===== config.mk =====
export PLATFORM = sky130hd
export DESIGN_NAME = path_name_safety_checker_top
export DESIGN_NICKNAME = d
export VERILOG_FILES = /design/src/hdl/pnsc_pkg.sv /design/src/hdl/pnsc_in_stage.sv /design/src/hdl/pnsc_scan.sv /design/src/hdl/pnsc_out_stage.sv /design/src/hdl/path_name_safety_checker_top.sv
export SDC_FILE = /design/constraint.sdc
export NUM_CORES = 1
export LEC_CHECK = 0
export ABC_AREA = 1
export BUFFER_PORTS_ARGS = -buffer_cell sky130_fd_sc_hd__buf_2
export CAP_MARGIN = 0
export CORE_MARGIN = 2
export CORE_UTILIZATION = 40
export CTS_CLUSTER_DIAMETER = 60
export DETAILED_ROUTE_END_ITERATION = 8
export GPL_TIMING_DRIVEN = 0
export PLACE_DENSITY = 0.56
export SLEW_MARGIN = 25
export SYNTH_ARGS = -nofsm -noshare
export SYNTH_HDL_FRONTEND = slang
export SYNTH_HIERARCHICAL = 1
export SYNTH_SLANG_ARGS = --single-unit
export TNS_END_PERCENT = 10

===== constraint.sdc =====
create_clock -name clk -period 5.4 [get_ports clk]
set_clock_uncertainty 0.15 [all_clocks]
set_input_delay 0.81 -clock clk [delete_from_list [all_inputs] [get_ports clk]]
set_output_delay 0.81 -clock clk [all_outputs]
set_load 0.02 [all_outputs]

===== src/hdl/pnsc_pkg.sv =====
// Shared types, character codes and helper functions for the path name checker.
package pnsc_pkg;

  localparam int HEAD_DEPTH = 7;

  typedef logic [7:0] byte_t;
  typedef byte_t [HEAD_DEPTH-1:0] head_t;

  // Result of scanning one word: terminator seen and verdict for it
  typedef struct packed {
    logic last;
    logic rejected;
  } scan_res_t;

  localparam byte_t CH_NUL    = 8'h00;
  localparam byte_t CH_SPACE  = 8'h20;
  localparam byte_t CH_QUOTE  = 8'h22;
  localparam byte_t CH_STAR   = 8'h2A;
  localparam byte_t CH_DOT    = 8'h2E;
  localparam byte_t CH_SLASH  = 8'h2F;
  localparam byte_t CH_ZERO   = 8'h30;
  localparam byte_t CH_NINE   = 8'h39;
  localparam byte_t CH_COLON  = 8'h3A;
  localparam byte_t CH_LT     = 8'h3C;
  localparam byte_t CH_GT     = 8'h3E;
  localparam byte_t CH_QUERY  = 8'h3F;
  localparam byte_t CH_BSLASH = 8'h5C;
  localparam byte_t CH_LOW_A  = 8'h61;
  localparam byte_t CH_LOW_Z  = 8'h7A;
  localparam byte_t CH_PIPE   = 8'h7C;
  localparam byte_t CH_DEL    = 8'h7F;
  localparam byte_t CH_C0     = 8'hC0;
  localparam byte_t CH_C1     = 8'hC1;
  localparam byte_t CH_F5     = 8'hF5;
  localparam byte_t CASE_DIFF = 8'h20;

  // Reserved device names
  localparam logic [23:0] DEV_CON     = "CON";
  localparam logic [23:0] DEV_PRN     = "PRN";
  localparam logic [23:0] DEV_AUX     = "AUX";
  localparam logic [23:0] DEV_NUL     = "NUL";
  localparam logic [23:0] DEV_COM     = "COM";
  localparam logic [23:0] DEV_LPT     = "LPT";
  localparam logic [47:0] DEV_CONIN   = "CONIN$";
  localparam logic [47:0] DEV_CLOCK   = "CLOCK$";
  localparam logic [55:0] DEV_CONOUT  = "CONOUT$";

  function automatic logic is_forbidden(byte_t c);
    return (c < CH_SPACE) || (c == CH_DEL) || (c == CH_QUOTE) || (c == CH_LT) ||
           (c == CH_GT) || (c == CH_PIPE) || (c == CH_QUERY) || (c == CH_STAR) ||
           (c == CH_COLON) || (c == CH_C0) || (c == CH_C1) || (c >= CH_F5);
  endfunction

  function automatic byte_t to_upper(byte_t c);
    return ((c >= CH_LOW_A) && (c <= CH_LOW_Z)) ? byte_t'(c - CASE_DIFF) : c;
  endfunction

  function automatic logic is_sep(byte_t c);
    return (c == CH_SLASH) || (c == CH_BSLASH);
  endfunction

endpackage


===== src/hdl/pnsc_in_stage.sv =====
// Input register: holds one incoming word until the scanner takes it.
module pnsc_in_stage (
  input  logic              clk,
  input  logic              rst_n,
  input  logic              in_valid,
  output logic              in_stall,
  input  pnsc_pkg::byte_t   in_byte,
  input  logic              take,
  output logic              held_valid,
  output pnsc_pkg::byte_t   held_byte
);
  import pnsc_pkg::*;

  logic  valid_r, valid_nxt;
  byte_t byte_r;

  // Stall while a held word is not taken this cycle
  assign in_stall  = valid_r & ~take;
  assign valid_nxt = in_stall ? 1'b1 : in_valid;

  always_ff @(posedge clk) begin
    if (!rst_n) begin
      valid_r <= 1'b0;
    end else begin
      valid_r <= valid_nxt;
    end
  end

  // Load the payload on every accepted word
  always_ff @(posedge clk) begin
    if (in_valid && !in_stall) begin
      byte_r <= in_byte;
    end
  end

  assign held_valid = valid_r;
  assign held_byte  = byte_r;

endmodule


===== src/hdl/pnsc_scan.sv =====
// Name scanner: per-name counters and flags, and the verdict on the terminator.
module pnsc_scan #(
  parameter int MAX_NAME_LEN = 260
) (
  input  logic                clk,
  input  logic                rst_n,
  input  logic                step,
  input  pnsc_pkg::byte_t     cur_byte,
  output pnsc_pkg::scan_res_t res
);
  import pnsc_pkg::*;

  localparam int CNT_W = $clog2(MAX_NAME_LEN + 1);
  localparam logic [CNT_W-1:0] CNT_MAX = CNT_W'(MAX_NAME_LEN);

  logic [CNT_W-1:0] name_cnt_r, name_cnt_nxt;
  logic [CNT_W-1:0] seg_cnt_r, seg_cnt_nxt;
  logic [CNT_W-1:0] pfx_cnt_r, pfx_cnt_nxt;
  logic [CNT_W-1:0] space_run_r, space_run_nxt;
  logic             dot_seen_r, dot_seen_nxt;
  logic             only_dots_r, only_dots_nxt;
  byte_t            prev_r, prev_nxt;
  head_t            head_r, head_nxt;
  logic             bad_r, bad_nxt;

  logic [CNT_W-1:0] stem_len;
  logic             device;
  logic             seg_bad;
  logic             verdict;

  function automatic logic [CNT_W-1:0] sat_inc(logic [CNT_W-1:0] v);
    return (v < CNT_MAX) ? CNT_W'(v + 1'b1) : v;
  endfunction

  // Match the segment base against the reserved device names
  assign stem_len = CNT_W'(pfx_cnt_r - space_run_r);

  always_comb begin
    device = 1'b0;
    if (stem_len == CNT_W'(3)) begin
      device = ({to_upper(head_r[0]), to_upper(head_r[1]), to_upper(head_r[2])} == DEV_CON) ||
               ({to_upper(head_r[0]), to_upper(head_r[1]), to_upper(head_r[2])} == DEV_PRN) ||
               ({to_upper(head_r[0]), to_upper(head_r[1]), to_upper(head_r[2])} == DEV_AUX) ||
               ({to_upper(head_r[0]), to_upper(head_r[1]), to_upper(head_r[2])} == DEV_NUL);
    end else if (stem_len == CNT_W'(4)) begin
      device = (({to_upper(head_r[0]), to_upper(head_r[1]), to_upper(head_r[2])} == DEV_COM) ||
                ({to_upper(head_r[0]), to_upper(head_r[1]), to_upper(head_r[2])} == DEV_LPT)) &&
               (head_r[3] >= CH_ZERO) && (head_r[3] <= CH_NINE);
    end else if (stem_len == CNT_W'(6)) begin
      device = ({to_upper(head_r[0]), to_upper(head_r[1]), to_upper(head_r[2]),
                 to_upper(head_r[3]), to_upper(head_r[4]), to_upper(head_r[5])} == DEV_CONIN) ||
               ({to_upper(head_r[0]), to_upper(head_r[1]), to_upper(head_r[2]),
                 to_upper(head_r[3]), to_upper(head_r[4]), to_upper(head_r[5])} == DEV_CLOCK);
    end else if (stem_len == CNT_W'(7)) begin
      device = {to_upper(head_r[0]), to_upper(head_r[1]), to_upper(head_r[2]),
                to_upper(head_r[3]), to_upper(head_r[4]), to_upper(head_r[5]),
                to_upper(head_r[6])} == DEV_CONOUT;
    end
  end

  // Segment closing checks
  assign seg_bad = (seg_cnt_r == '0) || only_dots_r || (prev_r == CH_SPACE) ||
                   (prev_r == CH_DOT) || device;

  // Verdict for a terminator word
  assign verdict = bad_r || (name_cnt_r == '0) || seg_bad || is_sep(prev_r) ||
                   (name_cnt_r >= CNT_MAX);

  assign res.last     = (cur_byte == CH_NUL);
  assign res.rejected = verdict;

  // Next state
  always_comb begin
    name_cnt_nxt  = name_cnt_r;
    seg_cnt_nxt   = seg_cnt_r;
    pfx_cnt_nxt   = pfx_cnt_r;
    space_run_nxt = space_run_r;
    dot_seen_nxt  = dot_seen_r;
    only_dots_nxt = only_dots_r;
    prev_nxt      = prev_r;
    head_nxt      = head_r;
    bad_nxt       = bad_r;
    if (cur_byte == CH_NUL) begin
      // Drop everything and start a new name
      name_cnt_nxt  = '0;
      seg_cnt_nxt   = '0;
      pfx_cnt_nxt   = '0;
      space_run_nxt = '0;
      dot_seen_nxt  = 1'b0;
      only_dots_nxt = 1'b1;
      prev_nxt      = CH_NUL;
      head_nxt      = '0;
      bad_nxt       = 1'b0;
    end else if (is_sep(cur_byte)) begin
      // Close the segment
      bad_nxt       = bad_r || (name_cnt_r == '0) || seg_bad;
      seg_cnt_nxt   = '0;
      pfx_cnt_nxt   = '0;
      space_run_nxt = '0;
      dot_seen_nxt  = 1'b0;
      only_dots_nxt = 1'b1;
      head_nxt      = '0;
      name_cnt_nxt  = sat_inc(name_cnt_r);
      prev_nxt      = cur_byte;
    end else begin
      // Extend the segment
      bad_nxt = bad_r || is_forbidden(cur_byte);
      for (int i = 0; i < HEAD_DEPTH; i++) begin
        if (seg_cnt_r == CNT_W'(i)) begin
          head_nxt[i] = cur_byte;
        end
      end
      if (cur_byte != CH_DOT) begin
        only_dots_nxt = 1'b0;
      end
      if (!dot_seen_r) begin
        if (cur_byte == CH_DOT) begin
          dot_seen_nxt = 1'b1;
        end else begin
          pfx_cnt_nxt   = sat_inc(pfx_cnt_r);
          space_run_nxt = (cur_byte == CH_SPACE) ? sat_inc(space_run_r) : '0;
        end
      end
      seg_cnt_nxt  = sat_inc(seg_cnt_r);
      name_cnt_nxt = sat_inc(name_cnt_r);
      prev_nxt     = cur_byte;
    end
  end

  // Advance state on each word taken
  always_ff @(posedge clk) begin
    if (!rst_n) begin
      name_cnt_r  <= '0;
      seg_cnt_r   <= '0;
      pfx_cnt_r   <= '0;
      space_run_r <= '0;
      dot_seen_r  <= 1'b0;
      only_dots_r <= 1'b1;
      prev_r      <= CH_NUL;
      head_r      <= '0;
      bad_r       <= 1'b0;
    end else if (step) begin
      name_cnt_r  <= name_cnt_nxt;
      seg_cnt_r   <= seg_cnt_nxt;
      pfx_cnt_r   <= pfx_cnt_nxt;
      space_run_r <= space_run_nxt;
      dot_seen_r  <= dot_seen_nxt;
      only_dots_r <= only_dots_nxt;
      prev_r      <= prev_nxt;
      head_r      <= head_nxt;
      bad_r       <= bad_nxt;
    end
  end

endmodule


===== src/hdl/pnsc_out_stage.sv =====
// Result register: holds one verdict word until the receiver takes it.
module pnsc_out_stage (
  input  logic                clk,
  input  logic                rst_n,
  input  logic                load,
  input  pnsc_pkg::scan_res_t res,
  output logic                free,
  output logic                out_valid,
  input  logic                out_stall,
  output logic                out_rejected
);
  import pnsc_pkg::*;

  logic valid_r, valid_nxt;
  logic rejected_r;

  // Room for a new verdict when empty or when the held one leaves now
  assign free = ~valid_r | ~out_stall;

  always_comb begin
    if (load) begin
      valid_nxt = 1'b1;
    end else if (!out_stall) begin
      valid_nxt = 1'b0;
    end else begin
      valid_nxt = valid_r;
    end
  end

  always_ff @(posedge clk) begin
    if (!rst_n) begin
      valid_r <= 1'b0;
    end else begin
      valid_r <= valid_nxt;
    end
  end

  // Capture the verdict
  always_ff @(posedge clk) begin
    if (load) begin
      rejected_r <= res.rejected;
    end
  end

  assign out_valid    = valid_r;
  assign out_rejected = rejected_r;

endmodule


===== src/hdl/path_name_safety_checker_top.sv =====
// Path name safety checker: one name byte per word in, one verdict per name out.
// Throughput: one byte word per cycle, sustained, while the result side is not stalled.
// A terminator goes through the input register, then scan logic into the result register,
// which drives out_valid; it waits while the result register is full and stalled.
// Reset: rst_n synchronous active low; clears both stage valids and all name state.
module path_name_safety_checker_top #(
  parameter int MAX_NAME_LEN = 260
) (
  input  logic clk,
  input  logic rst_n,
  input  logic in_valid,
  output logic in_stall,
  input  logic [7:0] in_char_code,
  output logic out_valid,
  input  logic out_stall,
  output logic out_rejected
);
  import pnsc_pkg::*;

  logic      held_valid;
  byte_t     held_byte;
  scan_res_t res;
  logic      out_free;
  logic      take;

  // Take a held word unless it is a terminator with the result register full and stalled
  assign take = held_valid & (~res.last | out_free);

  pnsc_in_stage u_in (
    .clk        (clk),
    .rst_n      (rst_n),
    .in_valid   (in_valid),
    .in_stall   (in_stall),
    .in_byte    (in_char_code),
    .take       (take),
    .held_valid (held_valid),
    .held_byte  (held_byte)
  );

  pnsc_scan #(
    .MAX_NAME_LEN (MAX_NAME_LEN)
  ) u_scan (
    .clk      (clk),
    .rst_n    (rst_n),
    .step     (take),
    .cur_byte (held_byte),
    .res      (res)
  );

  pnsc_out_stage u_out (
    .clk          (clk),
    .rst_n        (rst_n),
    .load         (take & res.last),
    .res          (res),
    .free         (out_free),
    .out_valid    (out_valid),
    .out_stall    (out_stall),
    .out_rejected (out_rejected)
  );

endmodule

=== Yosys cells after proc, flatten, opt, wreduce, memory -nomap -nowiden ===
Index checks and enable logic that the tools add are counted.

* Register bits after elaboration: 114
* Input port bits: 12
* Output and inout bits: 3

* Order comparisons: 23
* Reduce and logical (&&, ||, !) cells: 64
* Muxes and demuxes: 49
* Add/subtract/negate cells: 12
* Bitwise operators: 9
* Equality and inequality tests: 42

{| class="wikitable"
|+ Operator list
! operator !! count
|-
| $eq 24x23->1 const B || 6
|-
| $mux 9 || 16
|-
| $mux 8 || 15
|-
| $mux 56 || 2
|-
| $eq 48x47->1 const B || 2
|-
| $eq 8x6->1 const B || 12
|-
| $eq 56x55->1 const B || 1
|-
| $ge 8x7->1 const B || 7
|-
| $le 8x7->1 const B || 7
|-
| $sub 8x6->8 const B || 7
|-
| $eq 9x3->1 const B || 6
|-
| $add 9x1->9 const B || 4
|-
| $lt 9x9->1 const B || 4
|-
| $eq 8x7->1 const B || 4
|-
| $reduce_bool 3->1 || 10
|-
| $eq 9x2->1 const B || 3
|-
| $logic_or 1x1->1 || 27
|-
| $reduce_and 2->1 || 10
|-
| $logic_not 9->1 || 2
|-
| $eq 8x8->1 const B || 2
|-
| $mux 1 || 16
|-
| $logic_and 1x1->1 || 10
|-
| $eq 9x1->1 const B || 1
|-
| $ge 9x9->1 const B || 1
|-
| 17 further kinds || 24
|}

=== Logic depth before layout (Yosys ltp) ===
* Depth after elaboration: 15
* Gate-level depth with buffers: 20
* Depth with buffers taken out: 20

=== Cells and area by module ===
The synthesis kept the hierarchy.

{| class="wikitable"
|+ Modules (own cells, without submodules)
! module !! area an instance (µm²) !! seq. area each (µm²) !! cells an instance !! instances
|-
| pnsc_scan || 5970.7 || 2062.0 || 895 || 1
|-
| pnsc_in_stage || 290.3 || 260.2 || 16 || 1
|-
| pnsc_out_stage || 72.6 || 50.0 || 6 || 1
|-
| path_name_safety_checker_top || 25.0 || 0.0 || 5 || 1
|}

=== Worst setup path before layout ===
Ideal clock, no wire load.

* Path type: input port to flip-flop
* Start point: input out_stall
* End point: register u_scan/head_r[14] in the netlist's numbering
* Setup slack: 2.806 ns
* Cell stages on the path: 11
* Required time: 5.131 ns
* Arrival: 2.324 ns
* Cell sequence: nand2_2 -> inv_1 -> a21oi_2 -> inv_1 -> nor2_1 -> inv_1 -> nor2_1 -> a21oi_4 -> buf_4 -> o21ai_0 -> a21oi_1

* Word-level cells in the longest chain between the ends: 5

{| class="wikitable"
|+ Ends and longest elaborated chain
! item !! line !! text
|-
| from (decl) || path_name_safety_checker_top.sv:15 || <nowiki>input logic out_stall,</nowiki>
|-
| $not 1->1 || pnsc_out_stage.sv:18 || <nowiki>assign free = ~valid_r | ~out_stall;</nowiki>
|-
| $or 1x1->1 || pnsc_out_stage.sv:18 ||
|-
| $or 1x1->1 || path_name_safety_checker_top.sv:27 || <nowiki>assign take = held_valid & (~res.last | out_free);</nowiki>
|-
| $and 1x1->1 || path_name_safety_checker_top.sv:27 ||
|-
| net take || path_name_safety_checker_top.sv:24 || <nowiki>logic take;</nowiki>
|-
| $reduce_and 2->1 (no line) || - ||
|-
| to (signal assigned) || pnsc_scan.sv:150 || <nowiki>head_r <= head_nxt;</nowiki>
|-
| to (decl) || pnsc_scan.sv:23 || <nowiki>head_t head_r, head_nxt;</nowiki>
|}

The timed path passes the listed nets, and every way through them passes these cells.
A chain may end at the register's enable or synchronous reset.

=== Final worst setup path ===
* Start point: register u_scan.pfx_cnt_r[0]
* End point: register u_out.rejected_r, in the netlist u_out/out_rejected, data pin

* Word-level cells in the longest chain between the ends: 10
* Elaborated cells between the ends (all ways): 13
* Those cells by class: add/sub: 1; eq/ne: 4; mux: 4; reduce/logical: 4

{| class="wikitable"
|+ Ends and longest elaborated chain
! item !! line !! text
|-
| from (decl) || pnsc_scan.sv:18 || <nowiki>logic [CNT_W-1:0] pfx_cnt_r, pfx_cnt_nxt;</nowiki>
|-
| from (signal assigned) || pnsc_scan.sv:145 || <nowiki>pfx_cnt_r <= pfx_cnt_nxt;</nowiki>
|-
| $sub 9x9->9 (*) || pnsc_scan.sv:36 || <nowiki>assign stem_len = CNT_W'(pfx_cnt_r - space_run_r);</nowiki>
|-
| $eq 9x3->1 || pnsc_scan.sv:54 || <nowiki>end else if (stem_len == CNT_W'(7)) begin</nowiki>
|-
| $mux 1 || pnsc_scan.sv:54 ||
|-
| $mux 1 || pnsc_scan.sv:49 || <nowiki>end else if (stem_len == CNT_W'(6)) begin</nowiki>
|-
| $mux 1 || pnsc_scan.sv:45 || <nowiki>end else if (stem_len == CNT_W'(4)) begin</nowiki>
|-
| $mux 1 (*) || pnsc_scan.sv:40 || <nowiki>if (stem_len == CNT_W'(3)) begin</nowiki>
|-
| $logic_or 1x1->1 (*) || pnsc_scan.sv:63 || <nowiki>(prev_r == CH_DOT) || device;</nowiki>
|-
| $logic_or 1x1->1 (*) (3 in a row) || pnsc_scan.sv:66 || <nowiki>assign verdict = bad_r || (name_cnt_r == '0) || seg_bad || is_sep(prev_r) ||</nowiki>
|-
| net u_scan.verdict || pnsc_scan.sv:29 || <nowiki>logic verdict;</nowiki>
|-
| to (signal assigned) || pnsc_out_stage.sv:41 || <nowiki>rejected_r <= res.rejected;</nowiki>
|-
| to (decl) || pnsc_out_stage.sv:15 || <nowiki>logic rejected_r;</nowiki>
|}

The timed path passes the listed nets; every way through them passes the cells marked *.

==> results_dict.tcl <==
set metrics [dict create \
    slew_viol_final 0 \
    final_nets 991 \
    clk_pin_slew_worst_paths_ns 0.06 \
    cts_buffers 17 \
    worstHoldStart "u_scan/only_dots_r" \
    synth_xor_area_frac 0.00964 \
    path_class "reg2reg" \
    p_leak_uw 0.00296 \
    holdBufCountCts 0 \
    dieArea_um2 16900 \
    wl_per_cell_um 14.2 \
    wl_mm 16.8 \
    yosys_warnings 6 \
    die_w_um 130 \
    portBuffers 14 \
    arrival_ns 3.29 \
    cts_tree "done" \
    postCtsSetupRepairBufs 0 \
    final_cell_mix "nand2_1 (151), inv_1 (136), nor2_1 (132)" \
    peakVddDrop_mv 0.234 \
    synthAdderAreaFrac 0.0484 \
    tns_ns 0 \
    slew-limit-headroom 0.365 \
    layout_commonest_cell "nand2_1" \
    grt_max_degree 17 \
    synthSimpleGateAreaFrac 0.301 \
    syn-cell-area_um2 6360 \
    rsz0062_at_grt "no" \
    power.density_nw_per_um2 312 \
    area_growth_syn_to_layout_pct 14.9 \
    critPathMaxFanout 4 \
    initial_core_util 0.405 \
    timing_hold_violations_final 0 \
    core_area_um2 15700 \
    synth-seq-cells 114 \
    worstSetupStartpointType "flop" \
    grt_util_all_layers 0.213 \
    hp-class "reg2reg" \
    first_iter_violations 549 \
    fmax_ghz 0.319 \
    drive_gt1_frac 0.0971 \
    layout_min_cycle_time_ns 3.13 \
    grt_pass1_wl_mm 27.6 \
    synth_compound_area_frac 0.168 \
    outcome "complete, no violations" \
    worst_pin_slew_ns 0.949 \
    drcViolationCount 0 \
    max_cap_viol_count 0 \
    viasPerCell 4.99 \
    whs_ns 0.308 \
    gp_congestion 0.858 \
    seq_area_frac_synth 0.373 \
    synth_top_family_by_area "simple AND/OR/NAND/NOR gates" \
    startpoint "u_scan/pfx_cnt_r[0]" \
    min_period_over_period 0.580 \
    die_h_um 130 \
    grt_pass1_vias 5348 \
    antenna_found_initial 0 \
    worst_ep_required_time_ns 5.56 \
    clockBufferDepth 2 \
    setup.worst_path.end_class "flop" \
    cts-root-buf "clkbuf_16" \
    hpwlAfterDp_mm 12.4 \
    gr-total-overflow 0 \
    ys_types 48 \
    rows 46 \
    cts_resized 0 \
    insertion_delay_ns 0.43 \
    setup_viol 0 \
    syn_avg_cell_area_um2 6.90 \
    drtAntennaViolNets 0 \
    ios 15 \
    numClockSinks 114 \
    cts_max_level 4 \
    netlist_instances 922 \
    diodes 0 \
    first_pass_iters 7 \
    synth_mux_area_frac 0 \
    rr_startpoint "u_scan/pfx_cnt_r[0]" \
    num_vias 5907 \
    syn_nets 958 \
]
## per-stage QoR
stage / total power (uW) / area [um^2] / setup WS [ns] / instances / util
after floorplan: 1070 / 6360 / 2.81 / 922 / -
after global placement: 1140 / 6700 / 2.23 / 1152 / 0.426
after detailed placement: 1140 / 6700 / 2.22 / 1152 / 0.426
after CTS: 2290 / 7300 / 2.21 / 1184 / 0.465
after global routing: 2370 / 7300 / 1.88 / 1184 / 0.465
final: 2270 / 7300 / 2.27 / 1184 / 0.465
## kinds of logic after synthesis
logic type | Yosys count
AO/OA/AOI/OAI | 194
XOR/XNOR | 7
AND/OR/NAND/NOR | 420
flip-flops | 114
adder cells (fa/ha/maj) | 24
buffers and inverters | 163
## layer usage
layer / routed length [um] / vias to the layer above / global-route usage
met5: 0 / - / 0
met4: 260 / 0 / 0.0721
met3: 770 / 17 / 0.0467
met2: 7500 / 133 / 0.335
met1: 8270 / 2662 / 0.289
li1: - / 3095 / -
## sequential cells by signal, indices dropped and copies added, names as in the netlist
signal and cells:
u_scan/head_r 56, u_scan/name_cnt_r 9, u_scan/pfx_cnt_r 9, u_scan/seg_cnt_r 9, u_scan/space_run_r 9, u_in/held_byte 8
u_scan/prev_r 8, u_in/held_valid 1, u_out/out_rejected 1, u_out/out_valid 1, u_scan/bad_r 1, u_scan/dot_seen_r 1
u_scan/only_dots_r 1
## worst max-delay path: stages (launching register included)
cell     delay, ns
dfxtp_1       0.35
inv_1         0.09
ha_1          0.22
fa_1          0.56
nor2_1        0.22
nand2_1       0.12
nor2_1        0.10
nand2_1       0.07
nor2_1        0.10
nand2_1       0.05
nor2_1        0.11
nand3_1       0.07
nor2_1        0.17
nand2_1       0.07
nand2_1       0.06
nand3_1       0.07
nand2_1       0.09
nand2_1       0.12
nand4_1       0.11
buf_4         0.11
## Yosys cell counts, drive strengths merged
cell	count	area, um^2
nand4	19	119
o21a	2	15.0
clkinv	2	7.51
inv	143	537
and3	1	6.26
nand3	52	265
buf	9	58.8
nor3b	2	15.0
nand3b	3	22.5
o21bai	1	7.51
fa	1	20.0
dfxtp	105	2100
a41oi	1	8.76
a31oi	3	33.8
o311ai	2	17.5
xor2	4	35.0
nand2	158	621
a21oi	101	547
a211oi	4	30.0
ha	23	288
o21ai	79	399
nor3	29	194
edfxtp	9	270
and2	3	18.8
clkbuf	9	33.8
nor4	11	90.1
o31ai	1	7.51
or2	3	18.8
nor2	139	544
xnor2	3	26.3
## power breakdown
group	total (uW)	leakage (uW)	switching, uW	internal (uW)
clock network	1160	0.000301	398	758
logic	215	0.00172	148	66.9
registers	905	0.000936	23.9	881
## final timing paths
path / endpoint / slack, ns / cells past startpoint
setup / recovery: u_out/out_rejected / 2.27 / 19
hold / removal: u_scan/only_dots_r / 0.31 / 2
setup reg to reg: u_out/out_rejected / 2.27 / 19
hold reg to reg: u_scan/only_dots_r / 0.31 / 2
## final cells by class
cell class | count | area, um^2
Multi-Input combinational cell | 645 | 3350
Inverter | 145 | 544
Clock buffer | 21 | 472
Clock inverter | 11 | 133
Buffer | 18 | 92.6
Timing Repair Buffer | 14 | 70.1
Fill cell | 1638 | 8410
Sequential cell | 114 | 2370
Tap cell | 216 | 270
No activity file was read; power rests on OpenSTA's default activity.
